$ cat config.mk
export PLATFORM = sky130hd
export DESIGN_NAME = msel_cell
export DESIGN_NICKNAME = d
export VERILOG_FILES = /design/src/rtl/msel_pkg.sv /design/src/rtl/msel_cell.sv
export SDC_FILE = /design/constraint.sdc
export NUM_CORES = 1
export LEC_CHECK = 0
export BUFFER_PORTS_ARGS = -buffer_cell sky130_fd_sc_hd__buf_2
export CORE_ASPECT_RATIO = 0.7
export CORE_MARGIN = 2
export CORE_UTILIZATION = 45
export DETAILED_ROUTE_END_ITERATION = 8
export HOLD_SLACK_MARGIN = 0.1
export PLACE_DENSITY = 0.71
export SLEW_MARGIN = 20
export SYNTH_ARGS = -nofsm -noshare
export SYNTH_HDL_FRONTEND = slang
export SYNTH_SLANG_ARGS = --single-unit
$ cat constraint.sdc
create_clock -name clk -period 19.4 [get_ports clk]
set_input_delay 2.91 -clock clk [delete_from_list [all_inputs] [get_ports clk]]
set_output_delay 2.91 -clock clk [all_outputs]
set_load 0.01 [all_outputs]
$ cat src/rtl/msel_pkg.sv
`default_nettype none

package msel_pkg;

	// Sizing
	localparam int PALETTE_DEPTH  = 64;
	localparam int MAX_RUN_PIXELS = 1048576;

	localparam int IDX_W   = (PALETTE_DEPTH > 1) ? $clog2(PALETTE_DEPTH) : 1;
	localparam int SIZE_W  = $clog2(PALETTE_DEPTH + 1);
	localparam int COUNT_W = $clog2(MAX_RUN_PIXELS + 2);
	localparam int SUM_W   = $clog2(longint'(MAX_RUN_PIXELS) * 255 + 1);
	localparam int CHAN_W  = 8;
	localparam int COLOR_W = 3 * CHAN_W;
	localparam int TILE_W  = 6;
	localparam int DIST_W  = 18;

	// Divider: one quotient bit per channel per cycle
	localparam int QUOT_STEPS = CHAN_W;
	localparam int STEP_W     = $clog2(QUOT_STEPS);
	localparam int DIV_W      = (SUM_W > COUNT_W + QUOT_STEPS - 1) ? SUM_W
	                                                              : COUNT_W + QUOT_STEPS - 1;

	// Channel slots in packed per-channel arrays
	localparam int CH_RED   = 0;
	localparam int CH_GREEN = 1;
	localparam int CH_BLUE  = 2;

	typedef enum logic [1:0] {
		KIND_REF    = 2'd0,
		KIND_TARGET = 2'd1,
		KIND_CLEAR  = 2'd2,
		KIND_NONE   = 2'd3
	} kind_t;

	typedef enum logic [2:0] {
		STATUS_MATCH    = 3'd0,
		STATUS_STORED   = 3'd1,
		STATUS_EMPTY    = 3'd2,
		STATUS_FULL     = 3'd3,
		STATUS_CLEARED  = 3'd4,
		STATUS_TOO_LONG = 3'd5
	} status_t;

	typedef enum logic [1:0] {
		S_ACCUM,
		S_DIVIDE,
		S_SEARCH
	} state_t;

	// Search token moving down the cell chain
	typedef struct packed {
		logic              valid;
		logic [CHAN_W-1:0] red;
		logic [CHAN_W-1:0] green;
		logic [CHAN_W-1:0] blue;
		logic [DIST_W-1:0] sqd;
		logic [IDX_W-1:0]  idx;
	} query_t;

	// Palette write broadcast to every cell
	typedef struct packed {
		logic               en;
		logic [IDX_W-1:0]   addr;
		logic [COLOR_W-1:0] color;
	} pal_wr_t;

endpackage

`default_nettype wire

$ cat src/rtl/msel_cell.sv
`default_nettype none

// One palette entry. Compares the passing search token against its color
// and hands the token, with the better candidate, to the next cell.
module msel_cell import msel_pkg::*; (
	input  logic              clk,
	input  logic              arst_n,
	input  logic [IDX_W-1:0]  cell_idx,
	input  logic [SIZE_W-1:0] pal_size,
	input  pal_wr_t           pal_wr,
	input  query_t            q_in,
	output query_t            q_out
);

	logic [COLOR_W-1:0] color_q;
	logic [CHAN_W-1:0]  ent_r;
	logic [CHAN_W-1:0]  ent_g;
	logic [CHAN_W-1:0]  ent_b;
	logic [CHAN_W-1:0]  dr;
	logic [CHAN_W-1:0]  dg;
	logic [CHAN_W-1:0]  db;
	logic [DIST_W-1:0]  ent_sqd;
	logic               live;
	query_t             q_nx;
	query_t             q_s1;

	assign ent_r = color_q[COLOR_W-1 -: CHAN_W];
	assign ent_g = color_q[CHAN_W +: CHAN_W];
	assign ent_b = color_q[CHAN_W-1:0];

	// Squared distance to the stored color
	always_comb begin
		dr      = (q_in.red   > ent_r) ? (q_in.red   - ent_r) : (ent_r - q_in.red);
		dg      = (q_in.green > ent_g) ? (q_in.green - ent_g) : (ent_g - q_in.green);
		db      = (q_in.blue  > ent_b) ? (q_in.blue  - ent_b) : (ent_b - q_in.blue);
		ent_sqd = DIST_W'(dr) * DIST_W'(dr) + DIST_W'(dg) * DIST_W'(dg)
		        + DIST_W'(db) * DIST_W'(db);
	end

	// Strictly smaller wins, so the lower index keeps a tie
	always_comb begin
		live = SIZE_W'(cell_idx) < pal_size;
		q_nx = q_in;
		if (live && (ent_sqd < q_in.sqd)) begin
			q_nx.sqd = ent_sqd;
			q_nx.idx = cell_idx;
		end
	end

	always_ff @(posedge clk or negedge arst_n) begin
		if (!arst_n) begin
			q_s1 <= '0;
		end else begin
			q_s1 <= q_nx;
		end
	end

	// Entry storage
	always_ff @(posedge clk) begin
		if (pal_wr.en && (pal_wr.addr == cell_idx)) begin
			color_q <= pal_wr.color;
		end
	end

	assign q_out = q_s1;

endmodule

`default_nettype wire

==> flow_metrics.env, run 1 <==
export IMPL_crit_type="input pin to flop"
export IMPL_synth_xor_area_share_pct=4.110
export IMPL_path_clk_slew_ns=0.06
export IMPL_cts_root_buf="clkbuf_16"
export IMPL_rsz0062_at_grt="false"
export IMPL_via_count=7244
export IMPL_final_cell_mix="276 x inv_1, 146 x ha_1, 143 x buf_2"
export IMPL_outcome="finished clean"
export IMPL_drc=0
export IMPL_grt_pass1_vias=7542
export IMPL_grt_max_degree=50
export IMPL_synth_compound_area_share_pct=8.995
export IMPL_ctsHoldBuffers=0
export IMPL_drive_gt1_share_pct=18.20
export IMPL_nFillCells=2109
export IMPL_dieArea_um2=24180
export IMPL_fmax_ghz=0.07851
export IMPL_synth_area_um2=10320
export IMPL_synth_area_leaders="fa_1 27%, ha_1 18%, dfrtp_1 12%"
export IMPL_grt_pass1_wl_um=35770
export IMPL_r2r_start="color_q[16]"
export IMPL_synthSimpleGateAreaFrac_pct=7.928
export IMPL_tritoncts="yes"
export IMPL_drt_vias_per_instance=4.797
export IMPL_min_to="q_out[6]"
export IMPL_portBuffers=143
export IMPL_ctsResizeCount=0
export IMPL_clock_path_buffers=2
export IMPL_cts_htree_levels=3
export IMPL_syn_avg_cell_area_um2=9.811
export IMPL_crit_fanout=17
export IMPL_synth_cell_types=66
export IMPL_dp_hpwl_um=17940
export IMPL_synth_area_leader_cell="fa_1"
export IMPL_pin_count=144
export IMPL_crit_path_end_kind="flop"
export IMPL_wl_um=21110
export IMPL_worstSetupStartpointType="input pin"
export IMPL_worst_pin_slew_ns=1.041
export IMPL_hp_start="color_q[8]"
export IMPL_cpMostUsedCell="fa_1"
export IMPL_critPathArrivalTime_ns=12.99
export IMPL_crit_slowest_cell="xor2_1"
export IMPL_min_path_cells=4
export IMPL_tns_ns=0
export IMPL_antenna_found_initial=0
export IMPL_slew_headroom_pct=30.13
export IMPL_synth_top_family_by_area="adder cells"
export IMPL_period_minus_slack_ns=12.74
export IMPL_synthMuxAreaShare_pct=4.304
export IMPL_die_y_um=130.7
export IMPL_postCtsSetupRepairBufs=0
export IMPL_syn_inst=1052
export IMPL_synth_nets=1432
export IMPL_ant_nets=0
export IMPL_period_share_pct=65.65
export IMPL_wl_per_cell_um=13.98
export IMPL_grtUsageTotal_pct=18.88
export IMPL_cap_violations=0
export IMPL_cts_sink_count=73
export IMPL_hold_path_class="flop to flop"
export IMPL_cp_required_ns=19.65
export IMPL_yosysSeqAreaShare_pct=18.86
export IMPL_finalMaxSlewViolations=0
export IMPL_core_area_um2=22560
export IMPL_hold_viol=0
export IMPL_grt_overflow=0
export IMPL_antennaDiodeCount=0
export IMPL_firstDrtPassIters=5
export IMPL_die_w_um=185.0
export IMPL_rows=46
export IMPL_crit_path_max_incr_delay_ns=0.82
export IMPL_cts_made_buffers=9
export IMPL_place_gp_congestion=0.9188
export IMPL_area_delta_synth_final_pct=13.43
export IMPL_synth_top_area_share_pct=26.96
export IMPL_layout_commonest_cell="inv_1"
export IMPL_async_flop_share_pct=67.12
export IMPL_yosys_area_share_adder_pct=44.66
export IMPL_yosys_warnings=0
export IMPL_synth_main_ff_cell="dfrtp_1"
export IMPL_r2r_end="q_out[14]"
export IMPL_worstSkewPairLatency_ns=0.36
export IMPL_final_setup_viol_count=0
export IMPL_skew_ns=0.009771
export IMPL_fin_nets=1573
export IMPL_drt_initial_drc_count=312
export IMPL_initial_utilization_pct=45.75
export IMPL_ys_ff_latch=73
export IMPL_r2r_slack_ns=9.02
export IMPL_synth_edf_count=24
export IMPL_ff2ff_path_depth=35
==> metal layers <==
layer  vias to the layer above  GRT usage, %  share of wire, %
met1                      3515         26.69                48
met4                         0         5.042               1.4
met2                       152         29.83                45
met3                        21         3.825               5.3
met5                         -             0                 0
li1                       3556             -                 -
==> critical path, delay by kind of cell <==
kind	cells	cell delay, ns
XOR/XNOR	2	1.01
buffers and inverters	8	0.75
multiplexers	1	0.37
AO/OA/AOI/OAI	12	2.80
adder cells (fa/ha/maj)	11	4.72
AND/OR/NAND/NOR	3	0.40
==> metrics by stage <==
stage	cell area, um^2	util (%)	instances	worst slack [ns]	hold WS, ns
after floorplan	10320	-	1052	7.617	1.149
after global placement	11390	50.47	1494	6.692	1.250
after detailed placement	11390	50.47	1494	6.353	1.254
after CTS	11710	51.89	1510	6.733	1.272
after global routing	11710	51.89	1510	6.032	1.367
final	11710	51.89	1510	6.663	1.256
==> flip-flops by register name, indices dropped and copies added (netlist names) <==
name,flops
q_out,49
color_q,24
==> cell families (layout without fill, tap and decap cells) <==
kind of cell               Yosys count  count (layout)
xor gates and xnor gates            42              42
buffers and inverters              300             446
DFF                                 73              73
AOI/OAI and AO/OA                  138             138
muxes                               40              40
and+or+nand+nor                    174             174
adders and majority gates          285             285
==> cell usage after synthesis, types with 17 or more instances <==
master / number
a21o_1: 21
a21oi_1: 46
dfrtp_1: 49
edfxtp_1: 24
fa_1: 139
ha_1: 146
inv_1: 276
mux2_2: 25
nand2_1: 30
nand2b_1: 17
nor2_1: 80
xnor2_1: 24
==> worst max path at each step <==
| stage | startpoint | endpoint | slack, ns |
|---|---|---|---|
| after floorplan | q_in[29] | q_out[3] | 7.62 |
| after global placement | q_in[40] | q_out[6] | 6.69 |
| after detailed placement | q_in[40] | q_out[5] | 6.35 |
| after CTS | q_in[40] | q_out[17] | 6.73 |
| after global routing | q_in[40] | q_out[19] | 6.03 |
| final | q_in[40] | q_out[14] | 6.66 |
==> cell type report <==
cell class	instances	area (um^2)	share of cell area, %
clock buffers	9	225.2	1.924
repair buffers	149	760.7	6.498
well taps	312	390.4	3.334
clock inverters	7	95.09	0.8122
flip-flops and latches	73	1947	16.63
multi-input cells	679	7234	61.79
inverters	281	1055	9.009
Power of run 1 is left out: the tool's default activity adds up to more than one toggle a clock period on the data nets, which glitch-free logic cannot reach.
==> inputs of run 2 (changes only) <==
clock period = 12.51 ns   (was 19.4 ns; I/O delays follow)
==> flow_metrics.env, run 2 (synthesized netlist as in run 1, its figures left out) <==
export IMPL_crit_fanout=17
export IMPL_cts_htree_levels=3
export IMPL_cpMostUsedCell="fa_1"
export IMPL_final_cell_mix="276 x inv_1, 146 x ha_1, 143 x buf_2"
export IMPL_wl_per_cell_um=14.22
export IMPL_grt_max_degree=50
export IMPL_grt_overflow=0
export IMPL_drive_gt1_share_pct=18.79
export IMPL_clock_path_buffers=2
export IMPL_worstSetupStartpointType="input pin"
export IMPL_nFillCells=2079
export IMPL_fin_ws_ns=1.181
export IMPL_initial_utilization_pct=45.75
export IMPL_via_count=7422
export IMPL_wl_um=21610
export IMPL_grt_pass1_vias=7583
export IMPL_portBuffers=143
export IMPL_slew_headroom_pct=52.03
export IMPL_place_gp_congestion=0.8720
export IMPL_path_clk_slew_ns=0.06
export IMPL_tns_ns=0
export IMPL_antennaDiodeCount=0
export IMPL_layout_commonest_cell="inv_1"
export IMPL_rsz0062_at_grt="false"
export IMPL_core_area_um2=22560
export IMPL_grtUsageTotal_pct=19.35
export IMPL_postCtsSetupRepairBufs=0
export IMPL_firstDrtPassIters=5
export IMPL_area_delta_synth_final_pct=14.05
export IMPL_dieArea_um2=24180
export IMPL_worst_pin_slew_ns=0.7195
export IMPL_crit_path_end_kind="flop"
export IMPL_crit_type="input pin to flop"
export IMPL_worstSkewPairLatency_ns=0.36
export IMPL_dp_hpwl_um=18310
export IMPL_cp_required_ns=12.75
export IMPL_cts_sink_count=73
export IMPL_drt_initial_drc_count=314
export IMPL_grt_pass1_wl_um=36660
export IMPL_drc=0
export IMPL_die_w_um=185.0
export IMPL_critPathArrivalTime_ns=11.56
export IMPL_hold_path_class="flop to flop"
export IMPL_fmax_ghz=0.08827
export IMPL_fin_nets=1583
export IMPL_outcome="finished clean"
export IMPL_period_share_pct=90.56
export IMPL_finalMaxSlewViolations=0
export IMPL_skew_ns=0.007816
export IMPL_ctsHoldBuffers=0
export IMPL_cap_violations=0
export IMPL_pin_count=144
export IMPL_crit_path_max_incr_delay_ns=0.55
export IMPL_tritoncts="yes"
export IMPL_period_minus_slack_ns=11.33
export IMPL_cts_made_buffers=9
export IMPL_die_y_um=130.7
export IMPL_dp_slack_ns=0.8628
export IMPL_rows=46
export IMPL_crit_slowest_cell="fa_1"
export IMPL_antenna_found_initial=0
export IMPL_final_setup_viol_count=0
export IMPL_ctsResizeCount=0
export IMPL_ant_nets=0
export IMPL_drt_vias_per_instance=4.883
export IMPL_cts_root_buf="clkbuf_16"
export IMPL_hold_viol=0
export IMPL_largest_register_ffs=49
run 2: layer usage:
layer	vias up	wire, um	GRT usage, %
li1	3593	-	-
met1	3613	10100	26.82
met2	194	9870	30.80
met3	22	1360	4.795
met4	0	280	4.622
met5	-	0	0
run 2: cell type report:
class	instances	area (um^2)	area share (%)
Clock buffer	11	232.7	1.977
Clock inverter	5	56.30	0.4783
Inverter	281	1055	8.960
Multi-Input combinational cell	679	7242	61.52
Sequential cell	73	1947	16.54
Tap cell	312	390.4	3.316
Timing Repair Buffer	159	848.3	7.207
run 2: final timing paths:
path	startpoint	to	slack, ns	cells past startpoint
max	q_in[32]	q_out[10]	1.18	35
min	color_q[8]	q_out[6]	1.26	4
max reg2reg	color_q[10]	q_out[10]	2.47	31
min reg2reg	color_q[8]	q_out[6]	1.26	4
max in group asynchronous	arst_n	q_out[24]	10.36	2
min in group asynchronous	arst_n	q_out[44]	1.66	2
run 2: stage by stage:
step / hold WS [ns] / util, % / instance area [um^2] / cells
3_5_place_dp: 1.282 / 50.86 / 11470 / 1504
3_3_place_gp: 1.270 / 50.86 / 11470 / 1504
2_1_floorplan: 1.149 / - / 10320 / 1052
5_1_grt: 1.363 / 52.17 / 11770 / 1520
4_1_cts: 1.284 / 52.14 / 11760 / 1520
6_report: 1.262 / 52.17 / 11770 / 1520
run 2: worst max-delay path: cells and delay by family:
family                     cells  cell delay, ns
adders and majority gates     11            4.91
AOI/OAI and AO/OA             12            2.83
muxes                          1            0.35
buffers and inverters          6            0.55
xor gates and xnor gates       2            0.60
and+or+nand+nor                3            0.42
Power of run 2 is left out for the same reason.
