==> src/rtl/msel_pkg.sv <==
`default_nettype none

package msel_pkg;

	// Sizing
	localparam int PALETTE_DEPTH  = 64;
	localparam int MAX_RUN_PIXELS = 1048576;

	localparam int IDX_W   = (PALETTE_DEPTH > 1) ? $clog2(PALETTE_DEPTH) : 1;
	localparam int SIZE_W  = $clog2(PALETTE_DEPTH + 1);
	localparam int COUNT_W = $clog2(MAX_RUN_PIXELS + 2);
	localparam int SUM_W   = $clog2(longint'(MAX_RUN_PIXELS) * 255 + 1);
	localparam int CHAN_W  = 8;
	localparam int COLOR_W = 3 * CHAN_W;
	localparam int TILE_W  = 6;
	localparam int DIST_W  = 18;

	// Divider: one quotient bit per channel per cycle
	localparam int QUOT_STEPS = CHAN_W;
	localparam int STEP_W     = $clog2(QUOT_STEPS);
	localparam int DIV_W      = (SUM_W > COUNT_W + QUOT_STEPS - 1) ? SUM_W
	                                                              : COUNT_W + QUOT_STEPS - 1;

	// Channel slots in packed per-channel arrays
	localparam int CH_RED   = 0;
	localparam int CH_GREEN = 1;
	localparam int CH_BLUE  = 2;

	typedef enum logic [1:0] {
		KIND_REF    = 2'd0,
		KIND_TARGET = 2'd1,
		KIND_CLEAR  = 2'd2,
		KIND_NONE   = 2'd3
	} kind_t;

	typedef enum logic [2:0] {
		STATUS_MATCH    = 3'd0,
		STATUS_STORED   = 3'd1,
		STATUS_EMPTY    = 3'd2,
		STATUS_FULL     = 3'd3,
		STATUS_CLEARED  = 3'd4,
		STATUS_TOO_LONG = 3'd5
	} status_t;

	typedef enum logic [1:0] {
		S_ACCUM,
		S_DIVIDE,
		S_SEARCH
	} state_t;

	// Search token moving down the cell chain
	typedef struct packed {
		logic              valid;
		logic [CHAN_W-1:0] red;
		logic [CHAN_W-1:0] green;
		logic [CHAN_W-1:0] blue;
		logic [DIST_W-1:0] sqd;
		logic [IDX_W-1:0]  idx;
	} query_t;

	// Palette write broadcast to every cell
	typedef struct packed {
		logic               en;
		logic [IDX_W-1:0]   addr;
		logic [COLOR_W-1:0] color;
	} pal_wr_t;

endpackage

`default_nettype wire

==> src/rtl/msel_divider.sv <==
`default_nettype none

// Restoring divider for the three channel sums by the pixel count.
// The mean never exceeds the channel maximum, so CHAN_W quotient bits suffice.
module msel_divider import msel_pkg::*; (
	input  logic                         clk,
	input  logic                         arst_n,
	input  logic                         start,
	input  logic [2:0][SUM_W-1:0]        sums,
	input  logic [COUNT_W-1:0]           count,
	output logic                         done,
	output logic [2:0][CHAN_W-1:0]       quot
);

	logic [2:0][DIV_W-1:0]  rem_q;
	logic [2:0][DIV_W-1:0]  rem_nx;
	logic [2:0][CHAN_W-1:0] quot_q;
	logic [2:0]             ge;
	logic [DIV_W-1:0]       dsh_q;
	logic [STEP_W-1:0]      step_q;
	logic                   busy_q;
	logic                   done_q;

	// One trial subtraction per channel
	always_comb begin
		for (int c = 0; c < 3; c++) begin
			ge[c]     = rem_q[c] >= dsh_q;
			rem_nx[c] = ge[c] ? (rem_q[c] - dsh_q) : rem_q[c];
		end
	end

	// Step control
	always_ff @(posedge clk or negedge arst_n) begin
		if (!arst_n) begin
			busy_q <= 1'b0;
			done_q <= 1'b0;
			step_q <= '0;
		end else begin
			done_q <= 1'b0;
			if (start) begin
				busy_q <= 1'b1;
				step_q <= STEP_W'(QUOT_STEPS - 1);
			end else if (busy_q) begin
				step_q <= step_q - 1'b1;
				if (step_q == '0) begin
					busy_q <= 1'b0;
					done_q <= 1'b1;
				end
			end
		end
	end

	// Remainders, shifted divisor, quotient bits
	always_ff @(posedge clk) begin
		if (start) begin
			for (int c = 0; c < 3; c++) begin
				rem_q[c] <= DIV_W'(sums[c]);
			end
			dsh_q  <= DIV_W'(count) << (QUOT_STEPS - 1);
			quot_q <= '0;
		end else if (busy_q) begin
			for (int c = 0; c < 3; c++) begin
				rem_q[c]  <= rem_nx[c];
				quot_q[c] <= {quot_q[c][CHAN_W-2:0], ge[c]};
			end
			dsh_q <= dsh_q >> 1;
		end
	end

	assign done = done_q;
	assign quot = quot_q;

endmodule

`default_nettype wire

==> config.mk <==
export PLATFORM = sky130hd
export DESIGN_NAME = msel_divider
export DESIGN_NICKNAME = d
export VERILOG_FILES = /design/src/rtl/msel_pkg.sv /design/src/rtl/msel_divider.sv
export SDC_FILE = /design/constraint.sdc
export NUM_CORES = 1
export LEC_CHECK = 0
export BUFFER_PORTS_ARGS = -buffer_cell sky130_fd_sc_hd__buf_2
export CORE_ASPECT_RATIO = 1.2
export CORE_UTILIZATION = 35
export DETAILED_ROUTE_END_ITERATION = 16
export GPL_TIMING_DRIVEN = 0
export MAX_ROUTING_LAYER = met4
export PLACE_DENSITY_LB_ADDON = 0.2
export SLEW_MARGIN = 20
export SYNTH_ARGS = -nofsm -noshare
export SYNTH_HDL_FRONTEND = slang
export SYNTH_SLANG_ARGS = --single-unit
export TNS_END_PERCENT = 30
==> constraint.sdc <==
create_clock -name clk -period 4.9 [get_ports clk]
set_input_delay 0.49 -clock clk [delete_from_list [all_inputs] [get_ports clk]]
set_output_delay 0.49 -clock clk [all_outputs]
set_load 0.02 [all_outputs]
==> results.txt, run 1 <==
Status: finished clean
Die area: 29700 sq um
Synth Warn #: 0
Critical Path, Cell by Cell: inv_1, ha_1, a21oi_1, o211ai_1, a21oi_1, o21ai_0, a221oi_1, a31oi_1, o21ai_0, nand2b_2, buf_16
Syn Nets: 1312
Starting Density: 35.5%
Via count: 8783
Post-Synthesis Cell Area: 10200 sq um
Mux contribution to synthesized area: 3.51%
Nets: 1466
CORE AREA: 28700 sq um
Final min period: 4.00 ns
Remaining antenna violation count after routing: 0
Cell count after synthesis: 1115
Largest family of logic cells by synthesized area: compound AO/OA/AOI/OAI gates
I/O Pins: 133
Share of cells above drive strength 1: 15.8%
Port buffer count: 131
CP delay by family, top: compound AO/OA/AOI/OAI gates
Clock root buffer: clkbuf_16
Hold EP: dsh_q[11]
Largest net degree at the start of global routing: 22
Slowest CP cell: o21ai_0
Sum of buffers and inverters on the critical path: 2
Routed WL: 31300 um
P_leak: 5.28 nW
Post-route insts no fill: 1670
Post-synth EDFFs: 105
Tcrit/Tclk final: 81.6%
Htree depth: 4
Clk sinks: 141
Num CTS Buffers: 17
Total power: 7.95 mW
GPL Wtd Cong: 0.946
Slew Viols, Final: 0
Synth area leaders: edfxtp_1 (31%), ha_1 (11%), dfxtp_1 (6.1%)
Initial antenna violation count: 3
Gr ovfl total: 0
Post-cts gate resize count: 0
Worst hold start: count[4]
Global-route wire length before repair: 48800 um
Synth Area in Compound Gates: 22.3%
Rows: 68
Drt first pass iters: 5
Ys flop type: edfxtp_1
Share of the synthesized area in the top cell type: 31.0%
Post-CTS setup buffers: 0
Slew of the pin with the lowest slew margin: 0.780 ns
Syn avg cell area: 9.12 sq um
DP HPWL: 24500 um
CP required: 5.08 ns
Die Y: 189 um
Max Clock Skew: 0.0124 ns
Hold depth: 3
Max clock buf depth: 2
WP data arrival: 4.18 ns
DP Area: 11400 sq um
Most Crowded Layer GR: met2
1st-iter DRT viols: 409
Post-DR wirelength/cell: 18.7 um
GRT Resource Usage Total: 22.6%
Distinct cells, synth: 75
Die W: 158 um
Synth area leader: edfxtp_1
Vias/cell: 5.26
Synthesis-to-layout area growth: 18.1%
GRT met1 Usage: 27.3%
Power Dens Cells: 662 nW/um^2
Hold-fix buffers, CTS: 1
Xor/xnor share of the synthesized area: 6.46%
Vias in the first global route: 8872
Simple-gate share of the synthesized area: 14.3%
Slowest stage delay, CP: 0.57 ns
DRC viols: 0
RR Startpoint: dsh_q[12]
GR Layer Usage met2: 37.5%
Placed instance count: 1634
Startpoint types: flip-flop
Critical path depth in cells: 11
RSZ-0062 raised after global routing: false
Number of register bits inferred by synthesis: 141
Final hold violations: 0
CTS tree: done
Async set-or-reset flop fraction in the synthesized netlist: 3.55%
R2R setup slack: 0.90 ns
R2R depth: 11
Maximum VDD drop: 305 uV
Critical Path Sink Type: flip-flop
Share of the yosys chip area belonging to registers: 38.3%
Worst setup path class: flip-flop to flip-flop
Clk Latency, worst-skew pair: 0.44 ns
Max-slew headroom: 48.0%
Crit Path Max Fanout: 17
Max_cap viols: 0
M3 GR Usage: 3.63%
Adder-cell share of the synthesized area: 11.2%
Worst hold margin: 0.331 ns
FF-to-FF End: rem_q[29]
Hold Crit Class: input port to flip-flop
Post-route cell area: 12000 sq um
Clock transition at path regs: 0.06 ns
Setup_tns: 0 ns
Peak Freq: 0.250 GHz
Final setup fails: 0
## how the worst max path moves through the flow
stage,start,end,slack (ns)
final,dsh_q[12],rem_q[29],0.90
after global routing,dsh_q[12],rem_q[31],0.64
after CTS,dsh_q[12],rem_q[32],0.90
after detailed placement,dsh_q[12],rem_q[43],0.92
after global placement,rem_q[0],rem_q[1],-1.50
after floorplan,rem_q[0],rem_q[0],0.35
## power by group
group	internal (mW)	switching, mW
clock	0.744	0.567
combinational	1.91	2.70
sequential	1.87	0.156
total	4.53	3.42
## synth_stat cells, types with 13 or more instances
master and instances:
nand2_1 143, o21ai_0 107, edfxtp_1 105, ha_1 86, a21oi_1 81, nor2_1 70
inv_1 52, xnor2_1 43, clkbuf_1 38, a21o_1 37, xor2_1 32, dfxtp_1 31
mux2i_1 30, nand3_1 24, nand2b_1 19, a22o_1 13, nor3_1 13, o21bai_1 13
## through the flow
stage	setup slack [ns]	util (%)
5_1_grt	0.643	41.9
3_5_place_dp	0.918	39.8
4_1_cts	0.901	41.9
6_report	0.900	41.9
3_3_place_gp	-1.50	39.4
2_1_floorplan	0.353	-
## cell usage in the layout (no fill, tap or decap), drive strengths merged, types with 19 or more instances in the layout
cell type / count
clkbuf: 62
buf: 145
ha: 86
xnor2: 43
o21ai: 118
edfxtp: 105
mux2i: 30
nand3: 24
dfxtp: 31
nor2: 70
nand2: 143
inv: 58
a21oi: 84
nand2b: 19
a21o: 37
xor2: 32
## sequential cells by signal, indices dropped and copies added (netlist names)
name / count
rem_q: 84
dsh_q: 28
quot: 24
step_q: 3
busy_q: 1
done: 1
## worst min-delay path, stage by stage
cell and delay (ns):
buf_2 0.07, nand2_1 0.04, o31ai_1 0.05
## cell families after synthesis
group | after synthesis
compound gates | 352
xor+xnor | 75
flops | 141
simple gates | 320
fa+ha+maj | 89
mux | 35
buf+inv | 103
## layer usage
metal | wire length (um) | share of wire [%]
met1 | 13600 | 44
met2 | 15300 | 49
met3 | 1320 | 4.2
met4 | 1000 | 3.2
met5 | 0 | 0
## area by class of cell
type / instances / area [sq um]
multi-input cells: 871 / 5890
plain buffers: 51 / 208
well taps: 385 / 482
inverters: 52 / 195
fillers: 2926 / 16700
clock inverters: 10 / 72.6
flip-flops and latches: 141 / 3900
clock buffers: 22 / 508
repair buffers: 135 / 748
diodes: 3 / 7.51
Power figures use the tool's default switching activity.
==> run 2: changes to the inputs <==
==> constraint.sdc (replaced) <==
create_clock -name clk -period 3.6 [get_ports clk]
set_input_delay 0.36 -clock clk [delete_from_list [all_inputs] [get_ports clk]]
set_output_delay 0.36 -clock clk [all_outputs]
set_load 0.02 [all_outputs]
==> run 2 against run 1 <==
Clock skew about the same. Worst setup slack got worse by 0.71 ns. Sequential power increased by 36%. Utilization increased by 0.10 points. Final area increased by 0.24%. Register-to-register slack got worse by 0.71 ns.
==> results.txt, run 2 (same netlist as run 1, synthesis figures left out) <==
DRC viols: 0 (unchanged)
Tcrit/Tclk final: 94.7% (was 81.6%)
Global-route wire length before repair: 49000 um (was 48800 um)
Fill count: 2925 (was 2926)
Remaining antenna violation count after routing: 0 (unchanged)
Clk sinks: 141 (unchanged)
Slew Viols, Final: 0 (unchanged)
Final core utilization: 42.0% (was 41.9%)
Synthesis-to-layout area growth: 18.4% (was 18.1%)
Maximum VDD drop: 372 uV (was 305 uV)
Largest net degree at the start of global routing: 22 (unchanged)
Hold Crit Class: input port to flip-flop (unchanged)
Clk Latency, worst-skew pair: 0.45 ns (was 0.44 ns)
Setup_tns: 0 ns (unchanged)
Hold depth: 3 (unchanged)
Total power: 10.9 mW (was 7.95 mW)
Final hold violations: 0 (unchanged)
Starting Density: 35.5% (unchanged)
Startpoint types: flip-flop (unchanged)
Final setup fails: 0 (unchanged)
Rows: 68 (unchanged)
FF-to-FF End: rem_q[35] (was rem_q[29])
Share of cells above drive strength 1: 16.5% (was 15.8%)
Comb pwr share: 58.4% (was 58.0%)
Reg power frac: 25.3% (was 25.5%)
Vias/cell: 5.32 (was 5.26)
Hold EP: rem_q[45] (was dsh_q[11])
RSZ-0062 raised after global routing: false (unchanged)
I/O Pins: 133 (unchanged)
Critical Path, Cell by Cell: ha_1, fa_1, nand2b_1, a211oi_2, nor3_2, o21ai_0, a221oi_2, a31oi_1, o21ai_2, nand2b_4, buf_16 (was inv_1, ha_1, a21oi_1, o211ai_1, a21oi_1, o21ai_0, a221oi_1, a31oi_1, o21ai_0, nand2b_2, buf_16)
Max_cap viols: 0 (unchanged)
Die W: 158 um (unchanged)
Clock Power Share: 16.2% (was 16.5%)
Diodes inserted: 0 (was 3)
DP HPWL: 24500 um (about the same)
Vias in the first global route: 8826 (was 8872)
CTS tree: done (unchanged)
P_leak: 5.30 nW (was 5.28 nW)
Sw frac: 43.8% (was 43.0%)
Initial antenna violation count: 0 (was 3)
Max reg flops: 84 (unchanged)
Worst hold margin: 0.189 ns (was 0.331 ns)
Crit Path Max Fanout: 16 (was 17)
1st-iter DRT viols: 420 (was 409)
Num CTS Buffers: 17 (unchanged)
Most flops, register: rem_q (unchanged)
Commonest non-fill, non-tap cells in the layout: nand2_1 (143), buf_2 (136), edfxtp_1 (105) (was nand2_1 (143), buf_2 (136), o21ai_0 (106))
R2R depth: 11 (unchanged)
RR Startpoint: dsh_q[0] (was dsh_q[12])
Worst setup path class: flip-flop to flip-flop (unchanged)
Final min period: 3.41 ns (was 4.00 ns)
Worst hold start: sums[45] (was count[4])
Peak Freq: 0.293 GHz (was 0.250 GHz)
R2R setup slack: 0.19 ns (was 0.90 ns)
Power Dens Cells: 904 nW/um^2 (was 662 nW/um^2)
Switching Power: 4.77 mW (was 3.42 mW)
CP required: 3.75 ns (was 5.08 ns)
Internal power: 6.12 mW (was 4.53 mW)
Max clock buf depth: 2 (unchanged)
CORE AREA: 28700 sq um (unchanged)
GPL Wtd Cong: 0.932 (was 0.946)
WP data arrival: 3.56 ns (was 4.18 ns)
Sum of buffers and inverters on the critical path: 1 (was 2)
Clock root buffer: clkbuf_16 (unchanged)
Gr ovfl total: 0 (unchanged)
Max Clock Skew: 0.0129 ns (was 0.0124 ns)
Post-DR wirelength/cell: 18.9 um (was 18.7 um)
Die area: 29700 sq um (unchanged)
Port buffer count: 131 (unchanged)
Via count: 8879 (was 8783)
Commonest non-fill, non-tap cell in the layout: nand2_1 (unchanged)
CP Launch Point: dsh_q[0] (was dsh_q[12])
Critical Path Sink Type: flip-flop (unchanged)
Die Y: 189 um (unchanged)
Htree depth: 4 (unchanged)
Slowest CP cell: o21ai_0 (unchanged)
Max-slew headroom: 39.8% (was 48.0%)
CP delay by family, top: compound AO/OA/AOI/OAI gates (unchanged)
GRT Resource Usage Total: 22.7% (was 22.6%)
Status: finished clean (unchanged)
Routed WL: 31500 um (was 31300 um)
Clock transition at path regs: 0.07 ns (was 0.06 ns)
Nets: 1468 (was 1466)
Drt first pass iters: 9 (was 5)
Slowest stage delay, CP: 0.44 ns (was 0.57 ns)
Slew of the pin with the lowest slew margin: 0.903 ns (was 0.780 ns)
[run 2: cell types whose count changed in the layout (fill, tap and decap cells not counted), moves of 2 or more]
cell	delta
clkinv_4	+2
inv_6	+5
inv_8	+4
clkbuf_16	-3
clkbuf_1	-2
inv_4	-4
o21ai_0	-2
a21oi_2	+2
diode_2	-3
a21oi_1	-2
[run 2: metrics by stage]
step	setup WS [ns]	instance area (sq um)	cells
finish	0.191	12000	1669
global route	0.0404	12000	1669
CTS	0.0282	12000	1667
detailed placement	-0.421	11400	1634
global placement	-1.27	11300	1631
floorplan	0.242	10200	1115
[run 2: metal layers]
metal / wire, um / track usage [%] / vias up
met5: 0 / - / -
met4: 790 / 8.14 / 0
met3: 1530 / 3.29 / 37
met2: 15800 / 38.1 / 233
met1: 13400 / 27.5 / 4214
li1: - / - / 4395
[run 2: tightest hold or removal path, delay by kind of cell]
kind                   cells  cell delay (ns)
AOI/OAI and AO/OA          1             0.05
buffers and inverters      1             0.07
and+or+nand+nor            1             0.04
[run 2: worst max path at each step]
stage                endpoint  slack [ns]  cells past startpoint
floorplan           rem_q[56]        0.24                     12
global placement    rem_q[75]       -1.27                     11
detailed placement  rem_q[43]       -0.42                     11
CTS                 rem_q[20]        0.03                     12
global route        rem_q[35]        0.04                     11
finish              rem_q[35]        0.19                     11
[run 2: what timing repair did]
item | CTS | global route
buffers inserted | 0 | 2
endpoints found under the setup margin | 53 | 62
hold buffers | 1 | 0
endpoints found under the hold margin | 5 | 0
pin swaps | 1 | 2
gates resized for setup | 5 | 3
[run 2: power by group through the flow]
stage,registers (mW),clock network [mW],logic (mW)
floorplan,2.76,0,4.76
CTS,2.76,1.80,6.29
global route,2.82,1.87,7.10
global placement,2.80,0,6.06
detailed placement,2.79,0,6.21
finish,2.76,1.77,6.36
[run 2: final cells by class]
cell class,count,area (sq um),share of cell area [%]
plain buffers,51,208,1.72
clock buffers,17,425,3.53
clock inverters,15,141,1.17
inverters,52,195,1.62
multi-input cells,871,5920,49.1
flip-flops and latches,141,3900,32.4
well taps,385,482,4.00
repair buffers,137,776,6.44
==> run 3: changes to the inputs <==
--- a/config.mk
+++ b/config.mk
@@ -5,13 +5,14 @@
 export SDC_FILE = /design/constraint.sdc
 export NUM_CORES = 1
 export LEC_CHECK = 0
-export BUFFER_PORTS_ARGS = -buffer_cell sky130_fd_sc_hd__buf_2
+export BUFFER_PORTS_ARGS = -buffer_cell sky130_fd_sc_hd__buf_4
 export CORE_ASPECT_RATIO = 1.2
 export CORE_UTILIZATION = 35
 export DETAILED_ROUTE_END_ITERATION = 16
 export GPL_TIMING_DRIVEN = 0
 export MAX_ROUTING_LAYER = met4
 export PLACE_DENSITY_LB_ADDON = 0.2
+export SKIP_LAST_GASP = 1
 export SLEW_MARGIN = 20
 export SYNTH_ARGS = -nofsm -noshare
 export SYNTH_HDL_FRONTEND = slang
==> run 3 against run 2 <==
Die area stayed put. Worst setup slack better by 0.014 ns. Via count is 0.77% lower. Global-route usage is 0.46 points lower. Clock skew is 0.0010 ns higher. Non-clock buffer count is 1 higher. Critical path depth stayed put. Register-to-register slack hardly changed. Sequential cell count stayed put. Critical endpoint is now rem_q[31].
==> results.txt, run 3 (same netlist as run 1, synthesis figures left out) <==
Startpoint types: flip-flop (unchanged)
CTS tree: done (unchanged)
Vias in the first global route: 8820 (was 8826)
RSZ-0062 raised after global routing: false (unchanged)
Routed WL: 31400 um (was 31500 um)
DP HPWL: 24600 um (was 24500 um)
Sw frac: 42.8% (was 43.8%)
Maximum VDD drop: 320 uV (was 372 uV)
Starting Density: 35.5% (unchanged)
Slew Viols, Final: 0 (unchanged)
Final hold violations: 0 (unchanged)
Switching Power: 4.70 mW (was 4.77 mW)
Most Crowded Layer GR: met2 (unchanged)
Die W: 158 um (unchanged)
Status: finished clean (unchanged)
Max Clock Skew: 0.0140 ns (was 0.0129 ns)
Largest net degree at the start of global routing: 22 (unchanged)
Crit Path Max Fanout: 16 (unchanged)
Final core utilization: 43.3% (was 42.0%)
Clk sinks: 141 (unchanged)
Internal power: 6.28 mW (was 6.12 mW)
Post-DR wirelength/cell: 18.8 um (was 18.9 um)
Clock Power Share: 16.5% (was 16.2%)
Final min period: 3.39 ns (was 3.41 ns)
Synthesis-to-layout area growth: 22.1% (was 18.4%)
Clock root buffer: clkbuf_16 (unchanged)
GPL Wtd Cong: 0.948 (was 0.932)
GR Layer Usage met2: 36.4% (was 38.1%)
Num CTS Buffers: 17 (unchanged)
CP required: 3.75 ns (about the same)
Max clock buf depth: 2 (unchanged)
Setup_tns: 0 ns (unchanged)
Worst setup path class: flip-flop to flip-flop (unchanged)
Gr ovfl total: 0 (unchanged)
I/O Pins: 133 (unchanged)
Clock transition at path regs: 0.07 ns (about the same)
Remaining antenna violation count after routing: 0 (unchanged)
CORE AREA: 28700 sq um (unchanged)
Initial antenna violation count: 0 (unchanged)
Diodes inserted: 0 (unchanged)
Peak Freq: 0.295 GHz (was 0.293 GHz)
DRC viols: 0 (unchanged)
Nets: 1469 (was 1468)
Die area: 29700 sq um (unchanged)
Die Y: 189 um (unchanged)
M3 GR Usage: 3.45% (was 3.29%)
Critical Path, Cell by Cell: ha_1, fa_1, nand2b_1, a211oi_2, nor3_2, o21ai_0, a221oi_2, a31oi_1, o21ai_2, nand2b_4, buf_16 (unchanged)
Power Dens Cells: 884 nW/um^2 (was 904 nW/um^2)
GRT Resource Usage Total: 22.2% (was 22.7%)
Max-slew headroom: 43.9% (was 39.8%)
Drt first pass iters: 5 (was 9)
Critical Path Sink Type: flip-flop (unchanged)
Slowest stage delay, CP: 0.45 ns (was 0.44 ns)
Max_cap viols: 0 (unchanged)
Tcrit/Tclk final: 94.3% (was 94.7%)
1st-iter DRT viols: 457 (was 420)
Comb pwr share: 58.3% (was 58.4%)
Hold Crit Class: input port to flip-flop (unchanged)
Most flops, register: rem_q (unchanged)
GRT met1 Usage: 26.2% (was 27.5%)
Via count: 8811 (was 8879)
Commonest non-fill, non-tap cell in the layout: nand2_1 (unchanged)
Vias/cell: 5.28 (was 5.32)
Max reg flops: 84 (unchanged)
Clk Latency, worst-skew pair: 0.45 ns (about the same)
Reg power frac: 25.2% (was 25.3%)
Final setup fails: 0 (unchanged)
Commonest non-fill, non-tap cells in the layout: nand2_1 (143), buf_4 (132), o21ai_0 (105), edfxtp_1 (105), ha_1 (86) (was nand2_1 (143), buf_2 (136), edfxtp_1 (105))
Share of cells above drive strength 1: 16.4% (was 16.5%)
Htree depth: 4 (unchanged)
Slew of the pin with the lowest slew margin: 0.841 ns (was 0.903 ns)
Port buffer count: 131 (unchanged)
P_leak: 5.41 nW (was 5.30 nW)
Rows: 68 (unchanged)
WP data arrival: 3.54 ns (was 3.56 ns)
Global-route wire length before repair: 47900 um (was 49000 um)
Slowest CP cell: o21ai_0 (unchanged)
[run 3: final timing paths]
kind	end	cells after the start	slack, ns	start
setup / recovery	rem_q[31]	11	0.21	dsh_q[0]
hold / removal	rem_q[45]	3	0.19	sums[45]
setup reg to reg	rem_q[31]	11	0.21	dsh_q[0]
hold reg to reg	quot[15]	2	0.51	quot[15]
max in group asynchronous	step_q[2]	2	3.23	arst_n
min in group asynchronous	done	2	0.26	arst_n
[run 3: layout make-up]
class                      instances  area (sq um)
inverter                          52           195
sequential                       141          3900
clock inverter                    12          93.8
multi-input combinational        871          5920
tap                              385           482
clock buffer                      20           500
buffer                            51           208
timing repair buffer             138          1120
fill                            2885         16300
[run 3: critical path: cells and delay by family, from the launching register on]
kind / cells / cell delay [ns]
and+or+nand+nor: 3 / 0.61
buffers and inverters: 1 / 0.19
adders and majority gates: 2 / 0.64
DFF: 1 / 0.37
AOI/OAI and AO/OA: 5 / 1.26
[run 3: layer usage]
layer,wire length (um),up-vias
met2,15100,244
met5,0,-
met4,1460,0
met3,1270,58
met1,13500,4114
li1,-,4395
[run 3: what timing repair did]
item                       in CTS  in global routing
resized for setup               3                  3
pin swaps                       1                  1
hold buffers                    1                  0
setup buffers                   2                  1
hold endpoints to repair        5                  0
setup endpoints to repair      41                 37
[run 3: power by group through the flow]
| stage | logic (mW) | registers (mW) | clock network, mW |
|---|---|---|---|
| finish | 6.40 | 2.76 | 1.82 |
| global route | 7.14 | 2.82 | 1.89 |
| CTS | 6.34 | 2.77 | 1.84 |
| detailed placement | 6.24 | 2.79 | 0 |
| global placement | 6.10 | 2.81 | 0 |
| floorplan | 4.76 | 2.76 | 0 |
[run 3: metrics by stage]
step           worst slack (ns)  instance area [sq um]  total power [mW]  std cells  hold WS [ns]
6_report                  0.206                  12400              11.0       1670         0.186
5_1_grt                 0.00620                  12400              11.9       1670         0.197
4_1_cts                  0.0894                  12400              11.0       1669         0.180
3_5_place_dp             -0.392                  11700              9.03       1634         0.166
3_3_place_gp              -1.27                  11600              8.91       1631         0.166
2_1_floorplan             0.242                  10200              7.53       1115        0.0644
